===== src/rtl/binary_to_decimal_ascii_assert.svh =====
// assertion macros for the binary to decimal ascii converter
`ifndef BINARY_TO_DECIMAL_ASCII_ASSERT_SVH
`define BINARY_TO_DECIMAL_ASCII_ASSERT_SVH

`ifndef ASSERT_OFF

// same-cycle implication, checked while out of reset
`define BDA_ASSERT_IMP(label, clk, rst_n, ante, cons) \
    label: assert property (@(posedge clk) disable iff (!rst_n) (ante) |-> (cons)) \
        else $error("assertion failed");

// next-cycle implication, checked while out of reset
`define BDA_ASSERT_NXT(label, clk, rst_n, ante, cons) \
    label: assert property (@(posedge clk) disable iff (!rst_n) (ante) |=> (cons)) \
        else $error("assertion failed");

`else

`define BDA_ASSERT_IMP(label, clk, rst_n, ante, cons)
`define BDA_ASSERT_NXT(label, clk, rst_n, ante, cons)

`endif

`endif


===== src/rtl/bda_pkg.sv =====
// types, constants and helper functions for the binary to decimal ascii converter
`default_nettype none

package bda_pkg;

    localparam int VALUE_W  = 32;
    localparam int DIGITS   = 10;
    localparam int BCD_W    = 4 * DIGITS;
    localparam int STEP_W   = $clog2(VALUE_W);
    localparam int IDX_W    = 4;
    localparam int CHAR_W   = 6;

    localparam logic [CHAR_W-1:0] ASCII_ZERO = 6'd48;

    typedef enum logic [1:0] {
        S_IDLE,
        S_CONV,
        S_COUNT,
        S_EMIT
    } t_state;

    // one shift-add-3 step: fix up every digit, then shift in the next binary bit
    function automatic logic [BCD_W-1:0] dabble_step(input logic [BCD_W-1:0] bcd,
                                                     input logic             bin_bit);
        logic [BCD_W-1:0] adj;
        adj = bcd;
        for (int i = 0; i < DIGITS; i++) begin
            if (bcd[i*4 +: 4] >= 4'd5) begin
                adj[i*4 +: 4] = bcd[i*4 +: 4] + 4'd3;
            end
        end
        return {adj[BCD_W-2:0], bin_bit};
    endfunction

    // number of significant digits, at least one so that zero prints as '0'
    function automatic logic [IDX_W-1:0] digit_len(input logic [BCD_W-1:0] bcd);
        logic [IDX_W-1:0] len;
        len = IDX_W'(1);
        for (int i = 0; i < DIGITS; i++) begin
            if (bcd[i*4 +: 4] != 4'd0) begin
                len = IDX_W'(i + 1);
            end
        end
        return len;
    endfunction

endpackage

`default_nettype wire


===== src/rtl/binary_to_decimal_ascii.sv =====
// Unsigned 32-bit binary to decimal ASCII converter. Each accepted word is turned
// into its decimal digits by a shift-add-3 unit that takes one binary bit per
// cycle; a count state then finds the number of significant digits, and then the
// digits leave most significant first, one word per cycle while the downstream
// side is ready. Leading zeros are dropped, zero gives a single '0', every output
// word carries the digit count, and o_last marks the final digit. o_ready is low
// from the accepting edge until the last digit has been taken.
`default_nettype none

`include "binary_to_decimal_ascii_assert.svh"

module binary_to_decimal_ascii (
    input  wire logic                              i_clk,
    input  wire logic                              i_rst_n,
    input  wire logic                              i_valid,
    output logic                                   o_ready,
    input  wire logic [bda_pkg::VALUE_W-1:0]       i_value,
    output logic                                   o_valid,
    input  wire logic                              i_ready,
    output logic      [bda_pkg::CHAR_W-1:0]        o_digit_char,
    output logic      [bda_pkg::IDX_W-1:0]         o_digit_count,
    output logic                                   o_last
);

    bda_pkg::t_state                     r_state, n_state;
    logic [bda_pkg::VALUE_W-1:0]         r_bin,   n_bin;
    logic [bda_pkg::BCD_W-1:0]           r_bcd,   n_bcd;
    logic [bda_pkg::STEP_W-1:0]          r_step,  n_step;
    logic [bda_pkg::IDX_W-1:0]           r_count, n_count;
    logic [bda_pkg::IDX_W-1:0]           r_idx,   n_idx;

    logic                                in_fire;
    logic                                out_fire;
    logic                                conv_done;
    logic [3:0]                          cur_digit;

    assign in_fire   = i_valid && o_ready;
    assign out_fire  = o_valid && i_ready;
    assign conv_done = (r_step == bda_pkg::STEP_W'(bda_pkg::VALUE_W - 1));

    // next state
    always_comb begin
        n_state = r_state;
        unique case (r_state)
            bda_pkg::S_IDLE: begin
                if (in_fire) begin
                    n_state = bda_pkg::S_CONV;
                end
            end
            bda_pkg::S_CONV: begin
                if (conv_done) begin
                    n_state = bda_pkg::S_COUNT;
                end
            end
            bda_pkg::S_COUNT: begin
                n_state = bda_pkg::S_EMIT;
            end
            bda_pkg::S_EMIT: begin
                if (out_fire && (r_idx == '0)) begin
                    n_state = bda_pkg::S_IDLE;
                end
            end
            default: begin
                n_state = bda_pkg::S_IDLE;
            end
        endcase
    end

    // handshake outputs
    always_comb begin
        o_ready = 1'b0;
        o_valid = 1'b0;
        unique case (r_state)
            bda_pkg::S_IDLE: begin
                o_ready = 1'b1;
            end
            bda_pkg::S_EMIT: begin
                o_valid = 1'b1;
            end
            default: begin
                o_ready = 1'b0;
                o_valid = 1'b0;
            end
        endcase
    end

    // datapath
    always_comb begin
        n_bin   = r_bin;
        n_bcd   = r_bcd;
        n_step  = r_step;
        n_count = r_count;
        n_idx   = r_idx;
        case (r_state)
            bda_pkg::S_IDLE: begin
                if (in_fire) begin
                    n_bin  = i_value;
                    n_bcd  = '0;
                    n_step = '0;
                end
            end
            bda_pkg::S_CONV: begin
                n_bcd  = bda_pkg::dabble_step(r_bcd, r_bin[bda_pkg::VALUE_W-1]);
                n_bin  = {r_bin[bda_pkg::VALUE_W-2:0], 1'b0};
                n_step = r_step + 1'b1;
            end
            bda_pkg::S_COUNT: begin
                n_count = bda_pkg::digit_len(r_bcd);
                n_idx   = bda_pkg::digit_len(r_bcd) - 1'b1;
            end
            bda_pkg::S_EMIT: begin
                if (out_fire && (r_idx != '0)) begin
                    n_idx = r_idx - 1'b1;
                end
            end
            default: begin
                n_idx = r_idx;
            end
        endcase
    end

    // digit select by position
    always_comb begin
        cur_digit = 4'd0;
        for (int i = 0; i < bda_pkg::DIGITS; i++) begin
            if (r_idx == bda_pkg::IDX_W'(i)) begin
                cur_digit = r_bcd[i*4 +: 4];
            end
        end
    end

    assign o_digit_char  = bda_pkg::ASCII_ZERO | {2'b00, cur_digit};
    assign o_digit_count = r_count;
    assign o_last        = (r_idx == '0);

    always_ff @(posedge i_clk) begin
        if (!i_rst_n) begin
            r_state <= bda_pkg::S_IDLE;
        end else begin
            r_state <= n_state;
        end
    end

    always_ff @(posedge i_clk) begin
        r_bin   <= n_bin;
        r_bcd   <= n_bcd;
        r_step  <= n_step;
        r_count <= n_count;
        r_idx   <= n_idx;
    end

    `BDA_ASSERT_IMP(a_busy_while_emit, i_clk, i_rst_n, o_valid, !o_ready)
    `BDA_ASSERT_NXT(a_accept_starts_conv, i_clk, i_rst_n, in_fire, !o_valid && !o_ready)
    `BDA_ASSERT_NXT(a_last_ends_run, i_clk, i_rst_n, out_fire && o_last, !o_valid && o_ready)
    `BDA_ASSERT_IMP(a_char_is_digit, i_clk, i_rst_n, o_valid,
        (o_digit_char >= 6'd48) && (o_digit_char <= 6'd57) && (r_idx < o_digit_count))

endmodule

`default_nettype wire

===== config.mk =====
export PLATFORM = sky130hd
export DESIGN_NAME = binary_to_decimal_ascii
export DESIGN_NICKNAME = d
export VERILOG_FILES = /design/src/rtl/bda_pkg.sv /design/src/rtl/binary_to_decimal_ascii.sv
export VERILOG_INCLUDE_DIRS = /design/src /design/src/rtl
export SDC_FILE = /design/constraint.sdc
export NUM_CORES = 1
export LEC_CHECK = 0
export BUFFER_PORTS_ARGS = -buffer_cell sky130_fd_sc_hd__buf_2
export CORE_UTILIZATION = 50
export CTS_BUF_LIST = sky130_fd_sc_hd__clkbuf_8
export DETAILED_ROUTE_END_ITERATION = 10
export GPL_TIMING_DRIVEN = 0
export PLACE_DENSITY_LB_ADDON = 0.3
export SYNTH_ARGS = -nofsm -noshare
export SYNTH_HDL_FRONTEND = slang
export SYNTH_SLANG_ARGS = --single-unit

===== constraint.sdc =====
create_clock -name i_clk -period 3.8 [get_ports i_clk]
set_clock_uncertainty 0.2 [all_clocks]
set_input_delay 0.38 -clock i_clk [delete_from_list [all_inputs] [get_ports i_clk]]
set_output_delay 0.38 -clock i_clk [all_outputs]
set_load 0.02 [all_outputs]

# ---- After elaboration in Yosys (flattened, before gate mapping)
# Cells that the tools add are included.
dict set report totals {
  output_inout_bits 13
  reg_bits 87
  in_bits 36
  elab_cells 111
}
dict set report classes {
  mux 44
  n_addsub 13
  n_lt_le_gt_ge 10
  reduce_logical 21
  n_eq_ne 17
}
# cell count
set ops {}
lappend ops {{4-bit 2-to-1 mux} 28}
lappend ops {{40-bit one-hot mux with 2 select lines} 1}
lappend ops {{32-bit one-hot mux with 2 select lines} 1}
lappend ops {{4-bit by 3-bit >= comparator with 1-bit output, second input constant} 10}
lappend ops {{40-bit 2-to-1 mux} 1}
lappend ops {{4-bit nonzero test} 10}
lappend ops {{4-bit by 2-bit adder with 4-bit output, second input constant} 9}
lappend ops {{32-bit 2-to-1 mux} 1}
lappend ops {{4-bit by 3-bit == test with 1-bit output, second input constant} 4}
lappend ops {{2-bit 2-to-1 mux} 5}
lappend ops {{5-bit one-hot mux with 2 select lines} 1}
lappend ops {{4-bit by 2-bit == test with 1-bit output, second input constant} 2}
lappend ops {{4-bit == test, second input constant} 2}
lappend ops {{2-bit inequality test, second input constant} 4}
lappend ops {{2-bit one-hot mux with 4 select lines} 1}
lappend ops {{4-bit one-hot mux with 2 select lines} 1}
lappend ops {{4-bit by 1-bit subtractor with 4-bit output, second input constant} 2}
lappend ops {{5-bit by 1-bit adder with 5-bit output, second input constant} 1}
lappend ops {{5-bit == test, second input constant} 1}
lappend ops {{5-bit 2-to-1 mux} 1}
lappend ops {{2-bit == test, second input constant} 2}
lappend ops {{4-bit by 1-bit == test with 1-bit output, second input constant} 1}
lappend ops {{1-bit logical AND} 4}
lappend ops {{4-bit zero test} 1}
lappend ops {{other kinds (8)} 11}

# ---- Longest topological paths before layout
dict set report logic_depth {
  word_depth 13
  mapped_depth 9
  ltp_nobuf 9
}

# ---- Worst setup path after synthesis
# Ideal clock, no wire load.
dict set report synth_timing {
  path_kind {register -> register}
  startpoint {reg r_state[1]}
  endpoint {reg r_bcd[0] (netlist name) (enable)}
  arrival_ns 2.056
  setup_slack_ns 1.142
  setup_ns 0.402
  period_less_slack_ns 2.658
  required_ns 3.198
  n_path_buf 2
  stages_incl_launch_ff 6
  cell_sequence {dfxtp_1 > inv_1 > ha_1 > clkbuf_1 > clkbuf_1 > mux2_2}
}
dict set report synth_between {
  elab_chain_cells 5
  elab_cells_between_ends 7
  classes_between {2 x eq/ne; 1 x mux; 4 x reduce/logical}
}
# element line
set synth_lines {}
lappend synth_lines {{from (decl)} binary_to_decimal_ascii.sv:25} ;# bda_pkg::t_state r_state, n_state;
lappend synth_lines {{from (signal assigned)} binary_to_decimal_ascii.sv:138} ;# r_state <= bda_pkg::S_IDLE;
lappend synth_lines {{from (signal assigned)} binary_to_decimal_ascii.sv:140} ;# r_state <= n_state;
lappend synth_lines {{2-bit zero test} {binary_to_decimal_ascii.sv:73, binary_to_decimal_ascii.sv:94}}
lappend synth_lines {{1-bit 2-to-1 mux} binary_to_decimal_ascii.sv:73} ;# unique case (r_state)
lappend synth_lines {{1-bit logical AND} binary_to_decimal_ascii.sv:37} ;# assign in_fire = i_valid && o_ready;
lappend synth_lines {{2-bit inequality test (no line)} n/a}
lappend synth_lines {{2-bit AND reduction (no line) *} n/a}
lappend synth_lines {{to (signal assigned)} binary_to_decimal_ascii.sv:146} ;# r_bcd <= n_bcd;
lappend synth_lines {{to (decl)} binary_to_decimal_ascii.sv:27} ;# logic [bda_pkg::BCD_W-1:0] r_bcd, n_bcd;
# Every way passes the cells marked *; elsewhere a longest branch is shown, timed or not.
# A chain may end at the register's enable or synchronous reset.

# ---- Worst setup path after layout
dict set report layout_timing {
  startpoint {reg r_idx[0] (netlist name)}
  endpoint {out o_digit_char[2] (netlist name)}
}
dict set report layout_between {
  elab_chain_cells 11
  elab_cells_between_ends 20
  classes_between {9 x eq/ne; 10 x mux; 1 x reduce/logical}
}
# element line
set layout_lines {}
lappend layout_lines {{from (decl)} binary_to_decimal_ascii.sv:30} ;# logic [bda_pkg::IDX_W-1:0] r_idx, n_idx;
lappend layout_lines {{from (signal assigned)} binary_to_decimal_ascii.sv:149} ;# r_idx <= n_idx;
lappend layout_lines {{4-bit zero test} binary_to_decimal_ascii.sv:126} ;# if (r_idx == bda_pkg::IDX_W'(i)) begin
lappend layout_lines {{4-bit 2-to-1 mux (9 in a row)} binary_to_decimal_ascii.sv:126}
lappend layout_lines {{4-bit 2-to-1 mux *} binary_to_decimal_ascii.sv:126}
lappend layout_lines {{to (decl)} binary_to_decimal_ascii.sv:20} ;# output logic [bda_pkg::CHAR_W-1:0] o_digit_char,
# Marked as above.

==> flow_summary.json <==
{
  "first_iter_violations": 221,
  "synth-edff-count": 85,
  "postLayoutCellArea_um2": 5810,
  "rows": 36,
  "synth_area_um2": 5190,
  "ys_dominant_reg_cell": "edfxtp_1",
  "fp.dieArea_um2": 10800,
  "hold_viol": 0,
  "postCtsResizedCells": 0,
  "finalWorstPathRequiredPeriod_ps": 3230,
  "num_vias": 3593,
  "r2r-end": "r_idx[2]$_DFFE_PP_",
  "endpoint": "o_digit_char[2]",
  "drt_first_pass_iters": 5,
  "sw_frac_of_total_pct": 40.4,
  "setup_ws_ps": 565,
  "routedWlPerCell_um": 16.1,
  "totalWireLength_mm": 10.5,
  "port_buffers": 46,
  "ctsHtreeMaxLevel": 3,
  "synth_cell_types": 52,
  "cts_tree": "yes",
  "core_um2": 9910,
  "root_buffer": "clkbuf_8",
  "power.total_mw": 4.87,
  "grt-ovfl-total": 0,
  "min_from": "i_rst_n",
  "r2r-start": "r_bcd[20]$_SDFFCE_PN0P_",
  "pwr-share-comb_pct": 43.8,
  "path_cells": "inv_1 -> ha_1 -> clkbuf_1 -> nand2_1 -> o21ai_0 -> a21oi_1 -> a22oi_1 -> buf_2",
  "ir_worst_vdd_mv": 0.546,
  "clk_latency_ps": 370,
  "fin_setup_tns_ps": 0,
  "synthCells": 457,
  "clockBufferDepth": 2,
  "syn_to_final_growth_pct": 12.1,
  "start_util_pct": 52.3,
  "rsz0062_at_grt": "false",
  "tightest_slew_ps": 611,
  "arrival_ps": 2650,
  "grt_max_degree": 71,
  "drive_gt1_share_pct": 20.7,
  "reg2reg_setup_slack_ps": 840,
  "max_freq_ghz": 0.309,
  "power.switching_mw": 1.97,
  "vias_per_cell": 5.49,
  "antenna_found_initial": 0,
  "gp_congestion": 0.866,
  "power.leakage_nw": 2.36,
  "ctsHoldBuffers": 0,
  "ys_seq_area_share_pct": 50.0,
  "clkSinkCount": 87,
  "setup_viol": 0,
  "slowest_stage": "edfxtp_1",
  "grt_use_total_pct": 20.4,
  "async_reset_ff_share_pct": 0,
  "synth-seq-cells": 87,
  "crit_path_end_kind": "output port",
  "dpl-instance-area_um2": 5620,
  "finalNetCount": 586,
  "fp.dieH_um": 104,
  "p_seq_share_pct": 43.0,
  "reg2reg_depth": 9,
  "critPathMaxFanout": 10,
  "numCtsBuffers": 9,
  "run_status": "finished, final reports clean",
  "p_int_mw": 2.91,
  "nFillCells": 855,
  "power.density_nw_per_um2": 838,
  "hold_slack_ps": 64.1,
  "clk_pin_slew_ps": 100,
  "worstPathRequired_ps": 3220,
  "max_slew_margin_pct": 59.3,
  "maxCapViolations": 0,
  "max_stage_delay_ps": 480,
  "p_clk_share_pct": 13.2,
  "final-max-slew-violation-count": 0,
  "drc": 0,
  "dpl.hpwl_mm": 7.62,
  "ys_warn_count": 0,
  "num_io_pins": 49,
  "diodes": 0,
  "criticalPathCategory": "register to output port",
  "grt_pass1_vias": 3633,
  "post_cts_buffers": 0,
  "postSynthAreaPerCell_um2": 11.3,
  "finalCritPeriodShare_pct": 85.1,
  "die_x_um": 104,
  "grt_pass1_wl_mm": 17.3,
  "post-place-ws_ps": 831,
  "ant_nets": 0,
  "min_path_cells": 3,
  "worstSetupStartpoint": "r_idx[0]$_DFFE_PP_",
  "hold_class": "input port to register",
  "startpoint_type": "register"
}
critical path, delay by kind of cell (launching register included):
kind | cells | cell delay (ps)
and+or+nand+nor | 1 | 90
DFF | 1 | 480
buffers and inverters | 3 | 780
adders and majority gates | 1 | 320
AOI/OAI and AO/OA | 3 | 610
Yosys cell counts, types with 3 or more instances:
cell	count	area share, %
nand2_1	49	3.5
clkbuf_1	11	0.80
nand3_1	3	0.29
a21o_1	9	1.3
o211a_1	10	1.9
ha_1	34	8.2
a31oi_1	3	0.36
a21boi_0	10	1.4
and2_1	15	1.8
nand3b_1	3	0.43
nor3b_1	8	1.2
nor3_1	3	0.29
o21ai_0	17	1.6
nor2b_1	6	0.72
xor2_1	3	0.51
edfxtp_1	85	49
o22ai_1	3	0.36
buf_2	6	0.58
a21oi_1	15	1.4
a211oi_1	3	0.43
mux2i_1	5	0.97
nor2_1	18	1.3
and3_1	10	1.2
inv_1	31	2.2
xnor2_1	20	3.4
nand2b_1	15	1.8
mux2_2	32	6.9
area by class of cell:
cell class	instances	area [µm²]	share of cell area (%)
clock inverters	7	71.3	1.23
multi-input cells	321	2400	41.3
well taps	133	166	2.86
plain buffers	19	86.3	1.49
flip-flops and latches	87	2590	44.6
clock buffers	9	124	2.13
inverters	31	116	2.00
repair buffers	47	258	4.43
worst min-delay path by stage:
stage	to	slack, ps
after floorplan	r_state[1]$_SDFFE_PN0P_	270
after global placement	r_state[1]$_SDFFE_PN0P_	290
after detailed placement	r_state[1]$_SDFFE_PN0P_	300
after CTS	r_state[1]$_SDFFE_PN0P_	50
after global routing	r_state[0]$_SDFFE_PN0P_	60
final	r_state[1]$_SDFFE_PN0P_	60
cells by family (layout without fill, tap and decap cells):
family                     after synthesis  count (layout)  share of synthesized area, %
muxes                                   37              37                          7.91
adders and majority gates               34              34                          8.20
xor gates and xnor gates                23              23                          3.88
buffers and inverters                   50             113                          3.91
AOI/OAI and AO/OA                       85              85                          11.4
and+or+nand+nor                        140             140                          14.7
DFF                                     87              87                          50.0
other                                    1               2                        0.0723
sequential cells by signal, indices dropped and copies added, names as in the netlist:
signal	flops
r_bcd	40
r_bin	32
r_step	5
o_digit_count	4
r_idx	4
r_state	2
layout by cell type (no fill, tap or decap), types with 2 or more instances in the layout:
cell type	n
a211oi_1	3
a21boi_0	10
a21o_1	9
a21oi_1	15
a22oi_1	2
a31oi_1	3
and2_1	15
and3_1	10
buf_2	52
buf_4	2
clkbuf_1	11
clkbuf_8	9
clkinv_4	2
conb_1	2
dfxtp_1	2
edfxtp_1	85
ha_1	34
inv_1	31
inv_6	3
mux2_2	31
mux2i_1	5
nand2_1	49
nand2b_1	15
nand3_1	3
nand3b_1	3
nor2_1	18
nor2b_1	6
nor3_1	3
nor3b_1	8
nor3b_4	2
o211a_1	10
o21ai_0	17
o22ai_1	3
or3_1	2
xnor2_1	20
xor2_1	3
metal layers:
layer	track usage (%)	wire [µm]	vias up
met5	0	0	-
met4	6.43	160	0
met3	3.84	560	13
met2	34.1	5190	92
met1	26.7	4620	1736
li1	-	-	1752
power groups by stage:
stage / clock, mW / sequential, mW / combinational [mW]
after detailed placement: 0 / 2.11 / 2.14
after global placement: 0 / 2.10 / 2.00
after floorplan: 0 / 2.00 / 1.62
after CTS: 0.658 / 2.09 / 2.16
final: 0.643 / 2.10 / 2.14
after global routing: 0.694 / 2.16 / 2.38
stage by stage:
step | util [%] | instances
detailed placement | 56.7 | 638
global placement | 56.4 | 637
CTS | 58.7 | 654
global route | 58.7 | 654
finish | 58.7 | 654
floorplan | - | 458
No activity file was read; power rests on OpenSTA's default activity.
